==> src/kpt_pkg.sv <==
// ----------------------------------------------------------------------------
// kpt_pkg
// Shared types, constants and helpers for the kerning pair table.
// ----------------------------------------------------------------------------
package kpt_pkg;

  localparam int MAX_PAIRS = 32;
  localparam int ADDR_W    = (MAX_PAIRS > 1) ? $clog2(MAX_PAIRS) : 1;
  localparam int COUNT_W   = $clog2(MAX_PAIRS + 1);
  localparam int CODE_W    = 8;
  localparam int AMOUNT_W  = 8;
  localparam int ENTRY_W   = 2 * CODE_W + AMOUNT_W;

  localparam logic signed [31:0] AMOUNT_MIN = -32'sd128;
  localparam logic signed [31:0] AMOUNT_MAX = 32'sd127;

  typedef enum logic [1:0] {
    ACT_INSERT = 2'd0,
    ACT_LOOKUP = 2'd1,
    ACT_CLEAR  = 2'd2
  } action_t;

  typedef enum logic [1:0] {
    ST_IDLE,
    ST_SCAN,
    ST_DONE
  } state_t;

  typedef struct packed {
    logic [CODE_W-1:0]          left;
    logic [CODE_W-1:0]          right;
    logic signed [AMOUNT_W-1:0] amount;
  } pair_t;

  // Clamp a 32-bit signed amount into the 8-bit signed range.
  function automatic logic signed [AMOUNT_W-1:0] sat_amount(input logic signed [31:0] a);
    logic signed [AMOUNT_W-1:0] r;
    if (a < AMOUNT_MIN) begin
      r = AMOUNT_MIN[AMOUNT_W-1:0];
    end else if (a > AMOUNT_MAX) begin
      r = AMOUNT_MAX[AMOUNT_W-1:0];
    end else begin
      r = a[AMOUNT_W-1:0];
    end
    return r;
  endfunction

endpackage

==> src/kerning_pair_table.sv <==
// Flow: insert, clear, unused codes and a lookup that skips the scan (wide
//   code or empty table) go from idle through the done state to the result; a
//   scanning lookup first reads stored pairs up to a match or the newest entry.
// Throughput: one request at a time; the scan reads one stored pair per cycle
//   through the single read port of the pair memory.
// Reset: empties the table (count to zero) and drops any pending result.
// ----------------------------------------------------------------------------
// kerning_pair_table
// Bounded table of kerning pairs with append, first-match lookup and clear.
// ----------------------------------------------------------------------------
module kerning_pair_table (
  input  logic                                clk,
  input  logic                                rst,
  input  logic                                req_valid,
  output logic                                req_stall,
  input  logic [1:0]                          action,
  input  logic [31:0]                         left_code,
  input  logic [31:0]                         right_code,
  input  logic signed [31:0]                  adjust_amount,
  output logic                                res_valid,
  input  logic                                res_stall,
  output logic signed [kpt_pkg::AMOUNT_W-1:0] kern_value,
  output logic                                insert_accepted
);

  import kpt_pkg::*;

  state_t state, state_next;

  logic [COUNT_W-1:0]         pair_count;
  logic [COUNT_W-1:0]         scan_idx;     // next entry to read
  logic                       scan_live;    // read data valid this cycle
  logic                       scan_last;    // that read was the newest entry
  logic [CODE_W-1:0]          key_left;
  logic [CODE_W-1:0]          key_right;
  logic signed [AMOUNT_W-1:0] pend_kern;
  logic                       pend_acc;

  logic  accept;
  logic  table_full;
  logic  codes_narrow;
  logic  do_insert;
  logic  start_scan;
  logic  scan_hit;
  logic  scan_end;
  logic  scan_issue;
  logic  res_free;
  logic  load_result;
  pair_t wr_pair;
  pair_t rd_pair;

  assign accept       = req_valid && !req_stall;
  assign table_full   = (pair_count == COUNT_W'(MAX_PAIRS));
  assign codes_narrow = (left_code[31:CODE_W] == '0) && (right_code[31:CODE_W] == '0);
  assign do_insert    = accept && (action == ACT_INSERT) && !table_full;
  // Skip the scan when a code is out of range or the table is empty.
  assign start_scan   = accept && (action == ACT_LOOKUP) && codes_narrow &&
                        (pair_count != '0);
  assign scan_hit     = scan_live && (rd_pair.left == key_left) &&
                        (rd_pair.right == key_right);
  assign scan_end     = scan_live && (scan_hit || scan_last);
  assign res_free     = !res_valid || !res_stall;

  assign wr_pair.left   = left_code[CODE_W-1:0];
  assign wr_pair.right  = right_code[CODE_W-1:0];
  assign wr_pair.amount = sat_amount(adjust_amount);

  // Pair memory: appended at pair_count, scanned from entry 0 upward.
  kpt_ram #(
    .WIDTH (ENTRY_W),
    .DEPTH (MAX_PAIRS)
  ) u_pair_ram (
    .clk     (clk),
    .wr_en   (do_insert),
    .wr_addr (pair_count[ADDR_W-1:0]),
    .wr_data (wr_pair),
    .rd_en   (scan_issue),
    .rd_addr (scan_idx[ADDR_W-1:0]),
    .rd_data (rd_pair)
  );

  // Next state.
  always_comb begin
    state_next = state;
    unique case (state)
      ST_IDLE: begin
        if (accept) begin
          state_next = start_scan ? ST_SCAN : ST_DONE;
        end
      end
      ST_SCAN: begin
        if (scan_end) begin
          state_next = ST_DONE;
        end
      end
      ST_DONE: begin
        if (res_free) begin
          state_next = ST_IDLE;
        end
      end
      default: state_next = ST_IDLE;
    endcase
  end

  // Control outputs.
  always_comb begin
    req_stall   = 1'b1;
    scan_issue  = 1'b0;
    load_result = 1'b0;
    unique case (state)
      ST_IDLE: req_stall   = 1'b0;
      // Keep reading until the pair in hand ends the scan.
      ST_SCAN: scan_issue  = !scan_end && !(scan_live && scan_last);
      ST_DONE: load_result = res_free;
      default: req_stall   = 1'b1;
    endcase
  end

  // Control registers.
  always_ff @(posedge clk) begin
    if (rst) begin
      state      <= ST_IDLE;
      pair_count <= '0;
      scan_idx   <= '0;
      scan_live  <= 1'b0;
      scan_last  <= 1'b0;
      res_valid  <= 1'b0;
    end else begin
      state     <= state_next;
      scan_live <= scan_issue;
      if (do_insert) begin
        pair_count <= pair_count + COUNT_W'(1);
      end else if (accept && (action == ACT_CLEAR)) begin
        pair_count <= '0;
      end
      if (accept) begin
        scan_idx  <= '0;
        scan_last <= 1'b0;
      end else if (scan_issue) begin
        scan_idx  <= scan_idx + COUNT_W'(1);
        scan_last <= (scan_idx == pair_count - COUNT_W'(1));
      end
      // Hold the result until taken; load a new one when the slot frees.
      if (load_result) begin
        res_valid <= 1'b1;
      end else if (!res_stall) begin
        res_valid <= 1'b0;
      end
    end
  end

  // Payload registers.
  always_ff @(posedge clk) begin
    if (accept) begin
      key_left  <= left_code[CODE_W-1:0];
      key_right <= right_code[CODE_W-1:0];
      pend_kern <= '0;
      pend_acc  <= do_insert;
    end else if (scan_hit && (state == ST_SCAN)) begin
      pend_kern <= rd_pair.amount;
    end
    if (load_result) begin
      kern_value      <= pend_kern;
      insert_accepted <= pend_acc;
    end
  end

  // Checks.
  a_count_bound: assert property (@(posedge clk) disable iff (rst)
    pair_count <= COUNT_W'(MAX_PAIRS))
    else $error("pair count exceeds table size");

  a_write_idle: assert property (@(posedge clk) disable iff (rst)
    do_insert |-> (state == ST_IDLE) && !table_full)
    else $error("pair write outside idle or into full table");

  a_read_in_range: assert property (@(posedge clk) disable iff (rst)
    scan_issue |-> (scan_idx < pair_count))
    else $error("scan reads beyond stored pairs");

  a_done_loads: assert property (@(posedge clk) disable iff (rst)
    (state == ST_DONE) && !res_valid |=> res_valid)
    else $error("finished request not delivered");

endmodule

==> src/kpt_ram.sv <==
// ----------------------------------------------------------------------------
// kpt_ram
// Generic single-write, single-read RAM with a registered read port.
// ----------------------------------------------------------------------------
module kpt_ram #(
  parameter int WIDTH = 8,
  parameter int DEPTH = 32
) (
  input  logic                                           clk,
  input  logic                                           wr_en,
  input  logic [((DEPTH > 1) ? $clog2(DEPTH) : 1)-1:0]   wr_addr,
  input  logic [WIDTH-1:0]                               wr_data,
  input  logic                                           rd_en,
  input  logic [((DEPTH > 1) ? $clog2(DEPTH) : 1)-1:0]   rd_addr,
  output logic [WIDTH-1:0]                               rd_data
);

  logic [WIDTH-1:0] mem [DEPTH];

  always_ff @(posedge clk) begin
    if (wr_en) begin
      mem[wr_addr] <= wr_data;
    end
    if (rd_en) begin
      rd_data <= mem[rd_addr];
    end
  end

endmodule
==> config.mk <==
export PLATFORM = sky130hd
export DESIGN_NAME = kerning_pair_table
export DESIGN_NICKNAME = d
export VERILOG_FILES = /design/src/kpt_pkg.sv /design/src/kerning_pair_table.sv /design/src/kpt_ram.sv
export SDC_FILE = /design/constraint.sdc
export NUM_CORES = 1
export LEC_CHECK = 0
export BUFFER_PORTS_ARGS = -buffer_cell sky130_fd_sc_hd__buf_2
export CAP_MARGIN = 10
export CORE_MARGIN = 2
export CORE_UTILIZATION = 60
export DETAILED_ROUTE_END_ITERATION = 12
export PLACE_DENSITY_LB_ADDON = 0.25
export SETUP_SLACK_MARGIN = 0.3
export SLEW_MARGIN = 20
export SYNTH_ARGS = -nofsm -noshare
export SYNTH_HDL_FRONTEND = slang
export SYNTH_SLANG_ARGS = --single-unit
export TNS_END_PERCENT = 20
==> constraint.sdc <==
create_clock -name clk -period 13.6 [get_ports clk]
set_clock_uncertainty 0.1 [all_clocks]
set_input_delay 4.08 -clock clk [delete_from_list [all_inputs] [get_ports clk]]
set_output_delay 4.08 -clock clk [all_outputs]
set_load 0.01 [all_outputs]
==> flow_summary.toml <==
[pwr]
ir_drop_v = 0.0000951
p_sw_frac = 0.195
seqPwrFrac = 0.560
powerDensity_mw_per_mm2 = 140
p_leak_nw = 11.0
p_clk_frac = 0.420
power_mw = 5.11
pwr-share-comb = 0.020
internal_power_mw = 4.11
p_switching_mw = 0.998

[final_layout]
fin_nets = 1665
final_common_cell = "edfxtp_1"
drive_above_1_share = 0.332
final_cell_mix = "edfxtp_1, mux4_2, buf_2"
area_growth_pct = 12.2
regArea_mm2 = 0.0251
n_fill_cell = 3232
multiInputGateArea_mm2 = 0.00728

[die]
die_area_mm2 = 0.0560
start_util = 0.605
die_x_um = 237
rows = 85
design.core.area_mm2 = 0.0537
ioPinCount = 113
die_y_um = 237

[worst_setup_path]
r2r_cells = 5
worst_path_most_repeated_cell = "nand2_1"
crit_path_top_delay_cell = "nor2_4"
critPathTopFamily = "simple AND/OR/NAND/NOR gates"
reg2reg_setup_slack_ps = 9200
start_kind = "input pin"
worstPathCellList = "buf_2 > or3b_2 > nor3_1 > nand2_1 > clkinv_1 > nand2_1 > nor2_4"
worstSetupPathType = "input pin to flop"
cp-end-kind = "flop"
worstPathArrival_ps = 7170
r2r-end = "u_pair_ram.rd_data[2]"
crit_start = "req_valid"
slowest_delay_ps = 920
cp_max_fo = 24
reg2reg_from = "scan_idx[0]"
crit_buf_inv = 2
cp_data_required_time_ps = 13730

[detailed_routing]
via_count = 15500
drtIter0Drc = 2480
wl_per_cell_um = 32.1
via_per_inst = 6.71
ant_nets = 0
totalWireLength_um = 74300
drc = 0
drtPass1Iterations = 5

[place]
place_hpwl_um = 43300
gp_congestion = 0.885
portBuffers = 112

[timing]
setup_viol = 0
fin_crit_ps = 7040
final_max_slew_viol_count = 0
fmax_mhz = 142
slew_headroom = 0.213
rsz0062_at_grt = "false"
post-route-period-util = 0.518
fin_setup_tns_ps = 0
worstMarginPinSlew_ps = 1180
hold_viol_final = 0

[min_path]
whs_endpoint = "kern_value[7]"
worstHoldStart = "pend_kern[7]"
hold_depth = 0
hp-class = "flop to flop"

[cts]
cts_hold_buf = 0
clock_sink_count = 843
cts_inserted_buffers = 80
clk_latency_ps = 620
post_cts_resized = 0
cts.reportedPaths.clkPinSlew_ps = 60
cts_tree = "yes"
postCtsSetupBuffers = 0
cts_buffer_depth = 3
root_buffer = "clkbuf_16"
htree_levels = 3

[global_route]
grt_max_degree = 73
antenna_found_initial = 6
overflow = 0
grt_pass1_wl_um = 106000
track_usage = 0.272
grt_pass1_vias = 15200

[synth]
ys_types = 43
postSynthNetCount = 1523
async_reset_ff_frac = 0
synth_seq_area_share = 0.771
synth-edff-count = 818
synth_seq_cells = 843
synth_cells = 1416
synth_warnings = 0
synth_ff_type = "edfxtp_1"
syn_area_mm2 = 0.0325
avgSynthCellArea_um2 = 22.9

[flow_run]
cap_violations = 0

[run_status]
status = "finished, final reports clean"
-- kinds of logic after synthesis --
family,share of synthesized area
fa+ha+maj,0.00193
mux,0.177
compound gates,0.00705
xor+xnor,0.00647
buf+inv,0.0115
flops,0.771
simple gates,0.0245
-- stage by stage --
| stage | util | instances | setup slack (ps) | hold WS [ps] | cell area [um^2] |
|---|---|---|---|---|---|
| 3_3_place_gp | 0.632 | 2172 | 6050 | 315 | 33900 |
| 6_report | 0.679 | 2318 | 6560 | 334 | 36500 |
| 5_1_grt | 0.679 | 2317 | 6380 | 335 | 36500 |
| 3_5_place_dp | 0.632 | 2172 | 6000 | 321 | 33900 |
| 2_1_floorplan | - | 1416 | 6470 | 300 | 32500 |
| 4_1_cts | 0.679 | 2317 | 6610 | 331 | 36400 |
-- how the worst max path moves through the flow --
stage / endpoint / cells after the start
after floorplan: u_pair_ram.mem[0][0] / 3
after global placement: u_pair_ram.mem[1][21] / 7
after detailed placement: u_pair_ram.mem[17][22] / 7
after CTS: u_pair_ram.mem[17][17] / 7
after global routing: u_pair_ram.mem[17][17] / 7
final: u_pair_ram.mem[17][17] / 7
-- flip-flops by register name, summed over array words and instances (netlist names) --
name / count
u_pair_ram.rd_data: 24
kern_value: 8
key_left: 8
pend_kern: 8
scan_last: 1
pair_count: 6
key_right: 8
scan_idx: 6
insert_accepted: 1
res_valid: 1
u_pair_ram.mem: 768
scan_live: 1
state: 2
pend_acc: 1
-- area by class of cell --
type / instances / area share
multi-input cells: 497 / 0.200
well taps: 696 / 0.0239
clock inverters: 32 / 0.00707
clock buffers: 113 / 0.0617
flip-flops and latches: 843 / 0.688
repair buffers: 128 / 0.0187
diodes: 1 / 0.0000686
inverters: 8 / 0.000824
-- synthesized netlist by cell type (2+ instances only) --
library cell	number	area, um^2
a21oi_1	11	55.1
o211ai_1	5	37.5
xnor2_1	11	96.3
nand2_1	30	113
nor3_1	8	40.0
a211oi_1	3	22.5
or2_2	2	12.5
nand2b_1	5	31.3
buf_1	13	48.8
clkbuf_1	31	116
or4_1	4	30.0
buf_4	11	82.6
ha_1	5	62.6
and4_1	3	26.3
nor2_1	58	218
edfxtp_1	818	24600
dfxtp_1	25	500
nand4_1	13	81.3
nor4_1	19	119
nand3_1	4	20.0
mux2_2	24	270
nand3b_1	3	22.5
mux4_2	240	5410
or3_1	4	25.0
buf_2	8	40.0
inv_1	7	26.3
a31oi_1	3	18.8
mux2i_1	8	80.1
o31ai_1	2	15.0
o21ai_0	9	45.0
buf_6	5	56.3
xor2_1	13	114
-- layer usage --
layer,share of wire,vias to the layer above,global-route usage
met1,0.42,8235,0.435
met3,0.11,96,0.0647
met5,0.00016,-,0
met4,0.019,4,0.0715
li1,-,6302,-
met2,0.45,906,0.386
-- power groups by stage --
stage	combinational, mW	clock (mW)	sequential, mW
2_1_floorplan	0.0280	0	2.92
6_report	0.103	2.14	2.86
3_3_place_gp	0.0973	0	2.92
4_1_cts	0.103	2.17	2.86
5_1_grt	0.109	2.26	2.86
3_5_place_dp	0.102	0	2.92
No activity file was read; power rests on OpenSTA's default activity.
